**config.mk**
```make
export PLATFORM = sky130hd
export DESIGN_NAME = light_pulse_morse_decoder_core
export DESIGN_NICKNAME = d
export VERILOG_FILES = /design/src/rtl/core/lpmd_pkg.sv /design/src/rtl/core/light_pulse_morse_decoder_core.sv
export SDC_FILE = /design/constraint.sdc
export NUM_CORES = 1
export LEC_CHECK = 0
export BUFFER_PORTS_ARGS = -buffer_cell sky130_fd_sc_hd__buf_2
export CORE_ASPECT_RATIO = 1.1
export CORE_UTILIZATION = 30
export CTS_CLUSTER_DIAMETER = 60
export DETAILED_ROUTE_END_ITERATION = 6
export PLACE_DENSITY_LB_ADDON = 0.15
export SLEW_MARGIN = 0
export SYNTH_ARGS = -nofsm -noshare
export SYNTH_HDL_FRONTEND = slang
export SYNTH_SLANG_ARGS = --single-unit
```
**constraint.sdc**
```tcl
create_clock -name clock -period 11.9 [get_ports clock]
set_input_delay 1.785 -clock clock [delete_from_list [all_inputs] [get_ports clock]]
set_output_delay 1.785 -clock clock [all_outputs]
set_load 0.03 [all_outputs]
```
**src/rtl/core/lpmd_pkg.sv**
```systemverilog
// shared types, constants and the pattern-to-character table for the light pulse morse decoder
// no dependencies; imported by light_pulse_morse_decoder_core
package lpmd_pkg;

   localparam int COUNT_WIDTH = 16;
   localparam int TICK_W      = 10;
   localparam int MS_W        = 16;
   localparam int THR_W       = 8;
   localparam int PROD_W      = COUNT_WIDTH + TICK_W;
   localparam int SYM_MAX     = 5;
   localparam int CNT_W       = 3;
   localparam int ADDR_W      = 5;
   localparam int DATA_W      = 32;

   localparam logic [CNT_W-1:0] SYM_OVER = CNT_W'(SYM_MAX + 1);

   localparam logic [THR_W-1:0]  THRESHOLD_RST = 8'd240;
   localparam logic [TICK_W-1:0] TICK_RST      = 10'd25;
   localparam logic [MS_W-1:0]   DOT_MIN_RST   = 16'd150;
   localparam logic [MS_W-1:0]   DOT_MAX_RST   = 16'd375;
   localparam logic [MS_W-1:0]   DASH_MIN_RST  = 16'd500;
   localparam logic [MS_W-1:0]   DASH_MAX_RST  = 16'd1000;
   localparam logic [MS_W-1:0]   SPACE_RST     = 16'd800;

   localparam logic [6:0] UNKNOWN_CHAR = 7'("?");

   typedef enum logic [2:0] {
      REG_THRESHOLD = 3'd0,
      REG_TICK      = 3'd1,
      REG_DOT_MIN   = 3'd2,
      REG_DOT_MAX   = 3'd3,
      REG_DASH_MIN  = 3'd4,
      REG_DASH_MAX  = 3'd5,
      REG_SPACE     = 3'd6
   } csr_reg_type;

   typedef enum logic [1:0] {
      EV_NONE = 2'd0,
      EV_DOT  = 2'd1,
      EV_DASH = 2'd2
   } sym_event_type;

   // bit i of bits is symbol i in arrival order, 1 = dash
   function automatic logic [6:0] decode_pattern(input logic [CNT_W-1:0] len,
                                                 input logic [4:0] bits);
      logic [6:0] ch;
      ch = UNKNOWN_CHAR;
      unique case (len)
         3'd1: begin
            unique case (bits[0])
               1'b0: ch = 7'("e");
               1'b1: ch = 7'("t");
               default: ch = UNKNOWN_CHAR;
            endcase
         end
         3'd2: begin
            unique case (bits[1:0])
               2'b10: ch = 7'("a");
               2'b00: ch = 7'("i");
               2'b11: ch = 7'("m");
               2'b01: ch = 7'("n");
               default: ch = UNKNOWN_CHAR;
            endcase
         end
         3'd3: begin
            unique case (bits[2:0])
               3'b001: ch = 7'("d");
               3'b011: ch = 7'("g");
               3'b101: ch = 7'("k");
               3'b111: ch = 7'("o");
               3'b010: ch = 7'("r");
               3'b000: ch = 7'("s");
               3'b100: ch = 7'("u");
               3'b110: ch = 7'("w");
               default: ch = UNKNOWN_CHAR;
            endcase
         end
         3'd4: begin
            unique case (bits[3:0])
               4'b0001: ch = 7'("b");
               4'b0101: ch = 7'("c");
               4'b0100: ch = 7'("f");
               4'b0000: ch = 7'("h");
               4'b1110: ch = 7'("j");
               4'b0010: ch = 7'("l");
               4'b0110: ch = 7'("p");
               4'b1011: ch = 7'("q");
               4'b1000: ch = 7'("v");
               4'b1001: ch = 7'("x");
               4'b1101: ch = 7'("y");
               4'b0011: ch = 7'("z");
               default: ch = UNKNOWN_CHAR;
            endcase
         end
         3'd5: begin
            unique case (bits)
               5'b11111: ch = 7'("0");
               5'b11110: ch = 7'("1");
               5'b11100: ch = 7'("2");
               5'b11000: ch = 7'("3");
               5'b10000: ch = 7'("4");
               5'b00000: ch = 7'("5");
               5'b00001: ch = 7'("6");
               5'b00011: ch = 7'("7");
               5'b00111: ch = 7'("8");
               5'b01111: ch = 7'("9");
               default: ch = UNKNOWN_CHAR;
            endcase
         end
         default: ch = UNKNOWN_CHAR;
      endcase
      return ch;
   endfunction

endpackage

```
**src/rtl/core/light_pulse_morse_decoder_core.sv**
```systemverilog
// light pulse morse decoder: sample input register, per-tick decode logic, result register
// depends on lpmd_pkg (constants, register and event codes, character table)
//
// One 8-bit light sample per beat, one result beat per sample. A sample passes from input to
// output through the input register, then the result register. A new sample is taken every
// cycle while results are taken, because the whole per-tick step sits between the two
// registers. That step is one 16x10 multiply plus the range compares, and it sets the clock
// period rather than the rate. A result beat held by rsp_tready low keeps its sample in the
// input register, and req_tready then stays low until that result leaves. Pulse lengths are
// on_ticks * tick_ms, dark time is off_ticks * tick_ms; both counters saturate. Configuration
// registers sit at byte addresses 4*i and must only be written while no sample is in flight.
module light_pulse_morse_decoder_core
   import lpmd_pkg::*;
(
   input  logic              clock,
   input  logic              reset,
   // slave side
   input  logic              req_tvalid,
   output logic              req_tready,
   input  logic [7:0]        req_tdata,   // [7:0] light_sample
   // master side
   output logic              rsp_tvalid,
   input  logic              rsp_tready,
   output logic [15:0]       rsp_tdata,   // [0] light_on, [2:1] symbol_event, [3] char_valid,
                                          // [10:4] char_code, [15:11] zero
   // configuration
   input  logic              csr_psel,
   input  logic              csr_penable,
   input  logic              csr_pwrite,
   input  logic [ADDR_W-1:0] csr_paddr,
   input  logic [DATA_W-1:0] csr_pwdata,
   output logic [DATA_W-1:0] csr_prdata,
   output logic              csr_pready
);

   // configuration registers
   logic [THR_W-1:0]  thr_ff;
   logic [TICK_W-1:0] tick_ff;
   logic [MS_W-1:0]   dot_min_ff, dot_max_ff, dash_min_ff, dash_max_ff, space_ff;

   csr_reg_type csr_idx;
   logic        csr_wr;

   assign csr_pready = 1'b1;
   assign csr_idx    = csr_reg_type'(csr_paddr[4:2]);
   assign csr_wr     = csr_psel & csr_penable & csr_pwrite & csr_pready;

   always_ff @(posedge clock) begin
      if (reset) begin
         thr_ff      <= THRESHOLD_RST;
         tick_ff     <= TICK_RST;
         dot_min_ff  <= DOT_MIN_RST;
         dot_max_ff  <= DOT_MAX_RST;
         dash_min_ff <= DASH_MIN_RST;
         dash_max_ff <= DASH_MAX_RST;
         space_ff    <= SPACE_RST;
      end else if (csr_wr) begin
         unique case (csr_idx)
            REG_THRESHOLD: thr_ff      <= csr_pwdata[THR_W-1:0];
            REG_TICK:      tick_ff     <= csr_pwdata[TICK_W-1:0];
            REG_DOT_MIN:   dot_min_ff  <= csr_pwdata[MS_W-1:0];
            REG_DOT_MAX:   dot_max_ff  <= csr_pwdata[MS_W-1:0];
            REG_DASH_MIN:  dash_min_ff <= csr_pwdata[MS_W-1:0];
            REG_DASH_MAX:  dash_max_ff <= csr_pwdata[MS_W-1:0];
            REG_SPACE:     space_ff    <= csr_pwdata[MS_W-1:0];
            default: ;
         endcase
      end
   end

   always_comb begin
      unique case (csr_idx)
         REG_THRESHOLD: csr_prdata = DATA_W'(thr_ff);
         REG_TICK:      csr_prdata = DATA_W'(tick_ff);
         REG_DOT_MIN:   csr_prdata = DATA_W'(dot_min_ff);
         REG_DOT_MAX:   csr_prdata = DATA_W'(dot_max_ff);
         REG_DASH_MIN:  csr_prdata = DATA_W'(dash_min_ff);
         REG_DASH_MAX:  csr_prdata = DATA_W'(dash_max_ff);
         REG_SPACE:     csr_prdata = DATA_W'(space_ff);
         default:       csr_prdata = '0;
      endcase
   end

   // handshake: input register feeds result register
   logic       in_vld_ff, in_vld_in;
   logic [7:0] sample_ff;
   logic       out_vld_ff, out_vld_in;
   logic       out_free, step;

   assign out_free   = ~out_vld_ff | rsp_tready;
   assign step       = in_vld_ff & out_free;
   // no beat is taken while in reset
   assign req_tready = ~reset & (~in_vld_ff | step);
   assign in_vld_in  = (req_tvalid & req_tready) | (in_vld_ff & ~step);
   assign out_vld_in = step | (out_vld_ff & ~rsp_tready);

   always_ff @(posedge clock) begin
      if (reset) begin
         in_vld_ff  <= 1'b0;
         out_vld_ff <= 1'b0;
      end else begin
         in_vld_ff  <= in_vld_in;
         out_vld_ff <= out_vld_in;
      end
   end

   always_ff @(posedge clock) begin
      if (req_tvalid && req_tready) begin
         sample_ff <= req_tdata;
      end
   end

   // decoder state
   logic                   seen_ff, seen_in;
   logic                   gap_ff, gap_in;
   logic [COUNT_WIDTH-1:0] on_ff, on_in;
   logic [COUNT_WIDTH-1:0] off_ff, off_in;
   logic [CNT_W-1:0]       cnt_ff, cnt_in;
   logic [SYM_MAX-1:0]     pat_ff, pat_in;

   logic                   lit;
   logic [COUNT_WIDTH-1:0] on_inc, off_inc, mul_a;
   logic [PROD_W-1:0]      prod;
   logic                   is_dot, is_dash;
   sym_event_type          ev;
   logic                   cvalid;
   logic [6:0]             ccode;

   assign lit     = sample_ff < thr_ff;
   assign on_inc  = (on_ff == '1) ? on_ff : on_ff + COUNT_WIDTH'(1);
   assign off_inc = (off_ff == '1) ? off_ff : off_ff + COUNT_WIDTH'(1);

   // one shared multiplier: pulse length while a pulse ends, dark time otherwise
   assign mul_a = seen_ff ? on_ff : off_inc;
   assign prod  = PROD_W'(mul_a) * PROD_W'(tick_ff);

   assign is_dot  = (prod >= PROD_W'(dot_min_ff)) && (prod <= PROD_W'(dot_max_ff));
   assign is_dash = (prod >= PROD_W'(dash_min_ff)) && (prod <= PROD_W'(dash_max_ff));

   always_comb begin
      seen_in = seen_ff;
      gap_in  = gap_ff;
      on_in   = on_ff;
      off_in  = off_ff;
      cnt_in  = cnt_ff;
      pat_in  = pat_ff;
      ev      = EV_NONE;
      cvalid  = 1'b0;
      ccode   = '0;
      priority if (lit) begin
         if (!seen_ff) begin
            seen_in = 1'b1;
         end else begin
            on_in = on_inc;
         end
      end else if (seen_ff) begin
         // pulse has ended
         seen_in = 1'b0;
         gap_in  = 1'b1;
         off_in  = '0;
         on_in   = '0;
         priority if (is_dot) begin
            ev = EV_DOT;
         end else if (is_dash) begin
            ev = EV_DASH;
         end else begin
            ev = EV_NONE;
         end
         if (ev != EV_NONE) begin
            if (cnt_ff < CNT_W'(SYM_MAX)) begin
               if (ev == EV_DASH) begin
                  pat_in = pat_ff | (SYM_MAX'(1) << cnt_ff);
               end
               cnt_in = cnt_ff + CNT_W'(1);
            end else begin
               cnt_in = SYM_OVER;
            end
         end
      end else if (gap_ff) begin
         off_in = off_inc;
         if (prod >= PROD_W'(space_ff)) begin
            if (cnt_ff != '0) begin
               cvalid = 1'b1;
               ccode  = decode_pattern(cnt_ff, pat_ff);
            end
            cnt_in = '0;
            pat_in = '0;
            off_in = '0;
            gap_in = 1'b0;
         end
      end else begin
         seen_in = seen_ff;
      end
   end

   always_ff @(posedge clock) begin
      if (reset) begin
         seen_ff <= 1'b0;
         gap_ff  <= 1'b0;
         on_ff   <= '0;
         off_ff  <= '0;
         cnt_ff  <= '0;
         pat_ff  <= '0;
      end else if (step) begin
         seen_ff <= seen_in;
         gap_ff  <= gap_in;
         on_ff   <= on_in;
         off_ff  <= off_in;
         cnt_ff  <= cnt_in;
         pat_ff  <= pat_in;
      end
   end

   // result register
   logic [15:0] rdata_ff;

   always_ff @(posedge clock) begin
      if (step) begin
         rdata_ff <= {5'd0, ccode, cvalid, ev, lit};
      end
   end

   assign rsp_tvalid = out_vld_ff;
   assign rsp_tdata  = rdata_ff;

   // checks
   a_cnt_range: assert property (@(posedge clock) disable iff (reset)
      cnt_ff <= SYM_OVER)
      else $error("symbol count beyond overflow mark");

   a_char_not_with_symbol: assert property (@(posedge clock) disable iff (reset)
      out_vld_ff |-> !(rdata_ff[3] && (rdata_ff[2:1] != EV_NONE)))
      else $error("character and symbol in the same beat");

   a_char_code_set: assert property (@(posedge clock) disable iff (reset)
      (out_vld_ff && rdata_ff[3]) |-> (rdata_ff[10:4] != 7'd0))
      else $error("decoded character has null code");

   a_lit_no_event: assert property (@(posedge clock) disable iff (reset)
      (out_vld_ff && rdata_ff[0]) |-> (rdata_ff[2:1] == EV_NONE) && !rdata_ff[3])
      else $error("event reported on a lit sample");

   a_state_only_on_step: assert property (@(posedge clock) disable iff (reset)
      !step |=> $stable(cnt_ff) && $stable(pat_ff) && $stable(seen_ff))
      else $error("decoder state moved without a sample");

endmodule
```
==> run_results.csv, run 1 <==
group,metric,value,unit
status,status,"finished, final reports clean",
pwr,p_total,1.32,mW
place,placedCellCount,2657,
timing,finClkSkew,22.5,ps
clock_tree,clock_latency,480,ps
worst_setup_path,reg2regPathDepth,43,
timing,worst_pin_slew,1200,ps
final_layout,area_growth,10.5,%
global_routing,grt_antenna_before_repair,1,
yosys,ys_seq_elements,176,
pwr,powerDensity,74.5,mW/mm²
place,place.gp.congestion,0.858,
detailed_routing,wl_per_cell,18.1,µm
detailed_routing,dr.pass1.iters,5,
clock_tree,cts.clk_slew.worst_paths,80,ps
final_layout,drive_above_1_share,9.48,%
min_path,hold_depth,2,
yosys,synth_warnings,0,
timing,finalCriticalPeriod,11120,ps
worst_setup_path,crit_path_max_incr_delay,570,ps
min_path,hold_end,"dot_min_ff[8]",
final_layout,antennaDiodeCount,0,
detailed_routing,vias,13700,
floorplanning,die_h,245,µm
worst_setup_path,required,12300,ps
final_layout,mostFrequentLayoutCell,"nand2_1",
clock_tree,cts_resized,0,
detailed_routing,drt_iter0_markers,753,
clock_tree,cts_root_buf,"clkbuf_16",
min_path,hp-class,"reg2reg",
yosys,synth_edf_count,19,
timing,tns,0,ps
yosys,async_flop_share,0,%
final_layout,final_util,33.8,%
worst_setup_path,arrival,11520,ps
timing,fmaxAchievable,89.9,MHz
floorplanning,io_pins,103,
yosys,ys_types,87,
worst_setup_path,endpoint_kind,"flop",
run,drv_cap,0,
worst_setup_path,crit_fanout,10,
timing,setup_viol,0,
floorplanning,rows,88,
clock_tree,cts_buffers,17,
detailed_routing,routed_wl,48.7,mm
detailed_routing,via_per_inst,5.09,
yosys,syn_avg_cell_area,8.24,µm²
final_layout,layout_common_cells,"306 x nand2_1, 219 x inv_1, 163 x ha_1",
global_routing,grt_pass1_vias,13900,
clock_tree,cts_tree,"yes",
floorplanning,core,0.0526,mm²
global_routing,overflow,0,
floorplanning,die_w,223,µm
place,io_buffers,62,
yosys,synth_flop_cell,"dfxtp_1",
timing,slew_viol_final,0,
detailed_routing,ant_nets,0,
timing,min_period_over_period,93.5,%
final_layout,fin_cells,2689,
final_layout,layout.nets,2326,
worst_setup_path,timing.rr.start,"off_ff[4]",
global_routing,grt_max_degree,99,
timing,hold_ws,457,ps
place,hpwl,37.5,mm
worst_setup_path,cpMaxStageDelayCell,"fa_1",
detailed_routing,drcViolationCount,0,
min_path,hp-start,"dot_min_ff[8]",
yosys,mappedNetlistArea,0.0161,mm²
global_routing,grt_pass1_wl,78.1,mm
timing,finalHoldViolCount,0,
timing,rsz0062_at_grt,"no",
pwr,leakage,7.93,nW
yosys,syn_inst,1951,
clock_tree,hold_buffers,0,
worst_setup_path,worstSetupPathType,"reg2reg",
global_routing,grt.total_usage,18.5,%
worst_setup_path,crit_top_cell,"fa_1",
timing,max_slew_margin,19.7,%
yosys,seq_area_frac_synth,23.1,%
clock_tree,cts.htree.levels,4,
floorplanning,start_util,30.5,%
clock_tree,cts_setup_buffers,0,
clock_tree,cts_num_sinks,176,
clock_tree,cts_buffer_depth,2,
worst_setup_path,rrSetupSlack,780,ps
floorplanning,die_area,0.0545,mm²
pwr,peakVddDrop,115,µV
worst_setup_path,cp-start-kind,"flop",
## synthesized netlist by cell type (all sizes together), types with 31 or more instances
cell type,number,area share (%)
nand2,308,7.3
inv,221,5.2
ha,163,13
a21oi,162,5.2
dfxtp,157,20
nor2,117,2.7
fa,110,14
o21ai,78,2.5
and2,70,2.7
clkbuf,66,1.5
buf,37,1.5
nand3,33,1.1
nor2b,31,1.2
## flip-flops by register name, summed over array words and instances, names as in the netlist, 3 cells and up, named ones only
| name | cells |
|---|---|
| dash_max_ff | 16 |
| dot_min_ff | 16 |
| thr_ff | 8 |
| cnt_ff | 3 |
| pat_ff | 5 |
| tick_ff | 10 |
| space_ff | 16 |
| dot_max_ff | 16 |
| off_ff | 16 |
| sample_ff | 8 |
| dash_min_ff | 16 |
| on_ff | 16 |
| rsp_tdata | 11 |
## worst max-delay path by stage
| stage | cells after the start | from | slack, ps | end |
|---|---|---|---|---|
| 3_3_place_gp | 43 | off_ff[4] | 900 | flop |
| 3_5_place_dp | 43 | off_ff[4] | 880 | flop |
| 4_1_cts | 43 | off_ff[4] | 800 | flop |
| 6_report | 43 | off_ff[4] | 780 | flop |
| 2_1_floorplan | 40 | off_ff[4] | 2310 | flop |
| 5_1_grt | 44 | off_ff[4] | 140 | flop |
## per-layer routing
layer | track usage, % | vias up | wire length, µm
li1 | - | 6669 | -
met1 | 24.0 | 6700 | 22400
met2 | 30.9 | 251 | 23300
met3 | 2.77 | 60 | 1590
met4 | 6.73 | 0 | 1420
met5 | 0 | - | 0
## stage by stage
step	cell area [µm²]	setup slack (ps)
3_5_place_dp	17200	876
3_3_place_gp	17200	901
4_1_cts	17800	799
5_1_grt	17800	142
6_report	17800	777
2_1_floorplan	16100	2310
## area by class of cell
| type | instances | area, µm² |
|---|---|---|
| Clock inverter | 12 | 115 |
| Tap cell | 675 | 845 |
| Inverter | 222 | 833 |
| Clock buffer | 20 | 447 |
| Sequential cell | 176 | 3710 |
| Multi-Input combinational cell | 1470 | 11100 |
| Fill cell | 5554 | 34900 |
| Timing Repair Buffer | 114 | 703 |
## worst max-delay path: cells and delay by family (launching register included)
kind | cells | cell delay [ps]
AOI/OAI and AO/OA | 13 | 2770
adders and majority gates | 8 | 3600
and+or+nand+nor | 14 | 2740
DFF | 1 | 440
buffers and inverters | 6 | 840
xor gates and xnor gates | 2 | 610
## where the power goes
group | internal (mW) | switching (mW) | total [mW]
logic | 0.0457 | 0.104 | 0.150
registers | 0.605 | 0.00855 | 0.614
clock network | 0.282 | 0.278 | 0.560
total | 0.933 | 0.390 | 1.32
## cells by family after synthesis
kind of cell / Yosys count / share of synthesized area [%]
compound gates: 407 / 16.7
fa+ha+maj: 273 / 26.4
simple gates: 697 / 20.9
mux: 33 / 2.56
xor+xnor: 38 / 2.07
other cells: 2 / 0.0467
buf+inv: 325 / 8.24
flops: 176 / 23.1
(Power assumes the default switching activity.)
==> run 2, diff against run 1 <==
--- a/config.mk
+++ b/config.mk
@@ -5,6 +5,8 @@
 export SDC_FILE = /design/constraint.sdc
 export NUM_CORES = 1
 export LEC_CHECK = 0
+export ABC_AREA = 1
+export ABC_CLOCK_PERIOD_IN_PS = 11900
 export BUFFER_PORTS_ARGS = -buffer_cell sky130_fd_sc_hd__buf_2
 export CORE_ASPECT_RATIO = 1.1
 export CORE_UTILIZATION = 30
==> run 2 against run 1 <==
  * Flip-flop and latch count unchanged
  * Combinational power increased by 99%
  * Largest cell class unchanged
  * The run now ends with design-rule violations left
  * Synthesized cell count rose by 11%
  * Area after synthesis down 1.7%
  * Wire length rose by 0.60%
  * Register-to-register slack gained 650 ps
  * Setup slack improved by 650 ps
  * Sequential share of layout area grew 0.39 points
==> run_results.csv, run 2 <==
group,metric,value,unit
timing,worst_pin_slew,1020,ps
yosys,async_flop_share,0,%
global_routing,grt_max_degree,89,
worst_setup_path,worstSetupPathType,"reg2reg",
timing,finClkSkew,12.6,ps
status,violations,"design-rule violations",
clock_tree,cts_buffer_depth,2,
detailed_routing,vias,14000,
global_routing,grt.total_usage,18.7,%
min_path,hold_end,"gap_ff",
yosys,synth_edf_count,19,
clock_tree,cts_tree,"yes",
clock_tree,cts.htree.levels,4,
clock_tree,cts_setup_buffers,0,
yosys,mappedNetlistArea,0.0158,mm²
yosys,synth_warnings,0,
worst_setup_path,cpMaxStageDelayCell,"xor2_1",
yosys,seq_area_frac_synth,23.5,%
final_layout,area_growth,10.4,%
clock_tree,cts_root_buf,"clkbuf_16",
yosys,syn_inst,2159,
timing,layout_setup_ws,1420,ps
global_routing,grt_antenna_before_repair,0,
detailed_routing,drcViolationCount,3,
worst_setup_path,arrival,10850,ps
global_routing,overflow,0,
pwr,peakVddDrop,101,µV
place,place.gp.congestion,0.852,
timing,tns,0,ps
yosys,syn_avg_cell_area,7.32,µm²
final_layout,layout_common_cells,"415 x nand2_1, 401 x inv_1, 194 x a21oi_1",
timing,min_period_over_period,88.0,%
worst_setup_path,endpoint_kind,"flop",
floorplanning,die_w,221,µm
yosys,synth_commonest_cells,"415 x nand2_1, 401 x inv_1, 194 x a21oi_1, 192 x nor2_1, 163 x ha_1",
place,hpwl,39.3,mm
final_layout,antennaDiodeCount,0,
timing,fmaxAchievable,95.4,MHz
floorplanning,start_util,30.6,%
floorplanning,rows,87,
timing,finalCriticalPeriod,10480,ps
clock_tree,cts_buffers,17,
place,placedCellCount,2855,
pwr,leakage,8.52,nW
timing,max_slew_margin,31.9,%
min_path,hp-class,"reg2reg",
timing,slew_viol_final,0,
worst_setup_path,timing.rr.start,"off_ff[4]",
status,status,"complete, but fails checks",
detailed_routing,ant_nets,0,
yosys,synth_top_area_cell,"dfxtp_1",
clock_tree,hold_buffers,0,
floorplanning,die_h,243,µm
detailed_routing,wl_per_cell,17.0,µm
clock_tree,clock_latency,490,ps
timing,setup_viol,0,
min_path,hp-start,"gap_ff",
clock_tree,cts_num_sinks,176,
yosys,synth.most_common_cell,"nand2_1",
floorplanning,die_area,0.0536,mm²
detailed_routing,via_per_inst,4.83,
worst_setup_path,reg2regPathDepth,53,
yosys,synth_flop_cell,"dfxtp_1",
detailed_routing,drt_iter0_markers,625,
run,drv_cap,0,
worst_setup_path,crit_fanout,8,
yosys,synth_area_leaders,"dfxtp_1 20%, fa_1 14%, ha_1 13%",
place,dp_slack,1520,ps
final_layout,mostFrequentLayoutCell,"nand2_1",
worst_setup_path,cp-start-kind,"flop",
min_path,hold_depth,2,
timing,rsz0062_at_grt,"no",
pwr,powerDensity,89.0,mW/mm²
global_routing,grt_pass1_wl,77.9,mm
worst_setup_path,required,12270,ps
floorplanning,io_pins,103,
detailed_routing,dr.pass1.iters,7,
detailed_routing,routed_wl,49.0,mm
final_layout,layout.nets,2532,
clock_tree,cts_resized,0,
worst_setup_path,crit_path_max_incr_delay,600,ps
yosys,ys_seq_elements,176,
place,io_buffers,62,
clock_tree,cts.clk_slew.worst_paths,70,ps
worst_setup_path,crit_top_cell,"nand2_1",
final_layout,drive_above_1_share,7.21,%
floorplanning,core,0.0516,mm²
yosys,ys_types,54,
worst_setup_path,rrSetupSlack,1420,ps
global_routing,grt_pass1_vias,13800,
yosys,yosysTopAreaCellShare,19.9,%
timing,finalHoldViolCount,0,
final_layout,fin_cells,2887,
run 2: cell count changes in the layout (fill, tap and decap cells not counted), moves of 17 or more:
cell	before	now
o21ai_0	60	127
nand3_1	31	48
a211o_1	27	0
buf_4	53	15
inv_1	219	401
a21oi_1	156	194
nand2_1	306	415
nand2b_1	18	0
mux2i_1	22	0
nor2_1	117	192
and2_1	70	2
nor2b_1	31	0
xnor2_1	27	8
run 2: routing by layer:
metal  part of all wire (%)  up-vias  track usage (%)
met5                      0        -                0
met4                    1.7        0             5.41
met3                    3.8       46             2.75
met2                     48      249             32.4
met1                     46     6652             24.0
li1                       -     7007                -
run 2: per-stage QoR:
step / cell area, µm² / power (mW) / hold WS, ps / util, %
after floorplan: 15900 / 0.828 / 450 / -
after global placement: 16800 / 0.922 / 458 / 32.5
after detailed placement: 16800 / 0.924 / 474 / 32.5
after CTS: 17400 / 1.57 / 485 / 33.8
after global routing: 17400 / 1.62 / 508 / 33.8
final: 17400 / 1.55 / 477 / 33.8
run 2: cell families after synthesis:
group,count (synthesis),share of synthesized area (%)
compound gates,443,16.0
xor+xnor,17,0.942
fa+ha+maj,273,26.8
buf+inv,492,12.3
flops,176,23.5
other cells,2,0.0475
simple gates,756,20.4
run 2: power by group:
| group | switching, mW | internal (mW) | total [mW] |
|---|---|---|---|
| Clock | 0.273 | 0.366 | 0.640 |
| Sequential | 0.00663 | 0.607 | 0.613 |
| Combinational | 0.206 | 0.0922 | 0.298 |
run 2: worst max path at each step:
stage                     startpoint    to  cells past startpoint
after floorplan            off_ff[4]  flop                     53
after global placement     off_ff[5]  flop                     52
after detailed placement   off_ff[5]  flop                     52
after CTS                  off_ff[4]  flop                     52
after global routing       off_ff[4]  flop                     53
final                      off_ff[4]  flop                     53
run 2: final cells by class:
type / count / area (µm²)
clock buffer: 18 / 450
clock inverter: 14 / 199
fill: 5593 / 34200
inverter: 424 / 1600
multi-input combinational: 1511 / 10200
sequential: 176 / 3710
tap: 667 / 835
timing repair buffer: 77 / 423
run 2: worst max-delay path, delay by kind of cell, from the launching register on:
family          cells  cell delay, ps
flops               1             380
simple gates       30            4040
buf+inv             9             770
compound gates      4            1250
xor+xnor            2             730
fa+ha+maj           8            3190
==> run 3, diff against run 2 <==
--- a/config.mk
+++ b/config.mk
@@ -9,7 +9,7 @@
 export ABC_CLOCK_PERIOD_IN_PS = 11900
 export BUFFER_PORTS_ARGS = -buffer_cell sky130_fd_sc_hd__buf_2
 export CORE_ASPECT_RATIO = 1.1
-export CORE_UTILIZATION = 30
+export CORE_UTILIZATION = 28
 export CTS_CLUSTER_DIAMETER = 60
 export DETAILED_ROUTE_END_ITERATION = 6
 export PLACE_DENSITY_LB_ADDON = 0.15
==> run 3 against run 2 <==
  * The run now ends clean
  * Register-to-register slack improved by 280 ps
  * First-iteration DRC count rose by 13%
  * Sequential power barely moved
  * Utilization fell by 2.2 points
  * Cell count rose by 2.5%
  * Non-clock buffer count rose by 3
  * Flip-flop and latch count did not move
  * Critical path type unchanged
  * Largest power group is now sequential cells
  * Highest routed layer unchanged
==> run_results.csv, run 3 (synthesized netlist as in run 2, its figures left out) <==
group,metric,value,unit
status,status,"finished, final reports clean",
global_routing,grt_antenna_before_repair,0,
final_layout,area_growth,10.7,%
worst_setup_path,worstSetupPathType,"reg2reg",
global_routing,grt_max_degree,89,
floorplanning,io_pins,103,
timing,layout_setup_ws,1700,ps
floorplanning,start_util,28.6,%
worst_setup_path,crit_path_max_incr_delay,550,ps
timing,fmaxAchievable,98.0,MHz
timing,finalCriticalPeriod,10200,ps
timing,hold_ws,481,ps
clock_tree,cts_setup_buffers,0,
detailed_routing,via_per_inst,4.70,
detailed_routing,routed_wl,50.0,mm
worst_setup_path,reg2regPathDepth,54,
global_routing,grt.total_usage,18.0,%
detailed_routing,dr.pass1.iters,6,
pwr,powerDensity,85.8,mW/mm²
worst_setup_path,crit_top_cell,"inv_1",
run,drv_cap,0,
timing,setup_viol,0,
detailed_routing,drt_iter0_markers,708,
final_layout,layout_common_cells,"415 x nand2_1, 401 x inv_1, 194 x a21oi_1",
place,dp_slack,1780,ps
place,hpwl,40.3,mm
worst_setup_path,rrSetupSlack,1700,ps
worst_setup_path,timing.rr.start,"off_ff[4]",
worst_setup_path,required,12260,ps
detailed_routing,vias,13900,
final_layout,mostFrequentLayoutCell,"nand2_1",
clock_tree,cts_buffer_depth,2,
worst_setup_path,crit_fanout,7,
pwr,leakage,8.52,nW
detailed_routing,drcViolationCount,0,
clock_tree,cts.htree.levels,4,
global_routing,grt_pass1_vias,13900,
timing,max_slew_margin,31.1,%
clock_tree,cts.clk_slew.worst_paths,70,ps
final_layout,layout.nets,2535,
worst_setup_path,arrival,10560,ps
clock_tree,cts_root_buf,"clkbuf_16",
floorplanning,rows,90,
detailed_routing,ant_nets,0,
global_routing,overflow,0,
detailed_routing,wl_per_cell,16.9,µm
pwr,peakVddDrop,113,µV
worst_setup_path,critPathLaunch,"off_ff[4]",
clock_tree,cts_buffers,17,
timing,rsz0062_at_grt,"no",
final_layout,fillers,6002,
clock_tree,hold_buffers,0,
timing,finClkSkew,12.5,ps
clock_tree,cts_tree,"yes",
clock_tree,cts_num_sinks,176,
worst_setup_path,cp-start-kind,"flop",
clock_tree,clock_latency,490,ps
min_path,hp-class,"reg2reg",
place,place.gp.congestion,0.831,
timing,finalHoldViolCount,0,
clock_tree,cts_resized,0,
global_routing,grt_pass1_wl,79.5,mm
timing,min_period_over_period,85.7,%
timing,slew_viol_final,0,
worst_setup_path,cpMaxStageDelayCell,"fa_1",
timing,worst_pin_slew,1030,ps
floorplanning,die_area,0.0574,mm²
timing,tns,0,ps
place,io_buffers,62,
final_layout,drive_above_1_share,7.29,%
worst_setup_path,endpoint_kind,"flop",
floorplanning,die_w,228,µm
floorplanning,die_h,251,µm
floorplanning,core,0.0553,mm²
final_layout,antennaDiodeCount,0,
run 3: cell count changes in the layout (fill, tap and decap cells not counted), sizes merged:
cell / before / now
clkinvlp: 2 / 1
buf: 77 / 80
clkbuf: 18 / 22
bufinv: 4 / 1
run 3: report_power, final:
part | internal, mW | leakage, nW | switching (mW) | total (mW)
logic | 0.0933 | 6.78 | 0.207 | 0.300
clock network | 0.320 | 0.293 | 0.267 | 0.588
registers | 0.607 | 1.45 | 0.00655 | 0.613
run 3: worst min path at each step:
| stage | startpoint | to | slack, ps | cells after the start |
|---|---|---|---|---|
| after floorplan | space_ff[11] | space_ff[11] | 450 | 2 |
| after global placement | in_vld_ff | rsp_tvalid | 460 | 2 |
| after detailed placement | gap_ff | gap_ff | 470 | 2 |
| after CTS | in_vld_ff | rsp_tvalid | 480 | 2 |
| after global routing | in_vld_ff | rsp_tvalid | 510 | 2 |
| final | space_ff[3] | space_ff[3] | 480 | 2 |
run 3: area by class of cell:
class | count | area, µm² | share of cell area (%)
clock buffer | 22 | 497 | 2.84
clock inverter | 10 | 96.3 | 0.551
inverter | 424 | 1600 | 9.13
multi-input combinational | 1511 | 10200 | 58.4
sequential | 176 | 3710 | 21.2
tap | 736 | 921 | 5.27
timing repair buffer | 80 | 445 | 2.55
run 3: worst max-delay path, delay by kind of cell, from the launching register on:
family          cells  cell delay [ps]
flops               1              390
xor+xnor            1              170
simple gates       24             3560
buf+inv            14             1310
compound gates      7             1190
fa+ha+maj           8             3440
run 3: routing by layer:
layer / part of all wire, % / vias to the layer above / global-route usage, % / wire length, µm
met5: 0 / - / 0 / 0
met4: 1.7 / 0 / 5.08 / 832
met3: 3.5 / 42 / 3.23 / 1770
met2: 48 / 225 / 31.0 / 24200
met1: 46 / 6619 / 22.9 / 23200
li1: - / 7024 / - / -
run 3: stage by stage:
stage / cell area, µm² / total power, mW / cells / util (%)
after floorplan: 15900 / 0.828 / 2179 / -
after global placement: 16900 / 0.924 / 2927 / 30.6
after detailed placement: 16900 / 0.927 / 2927 / 30.6
after CTS: 17500 / 1.52 / 2959 / 31.6
after global routing: 17500 / 1.58 / 2959 / 31.6
final: 17500 / 1.50 / 2959 / 31.6
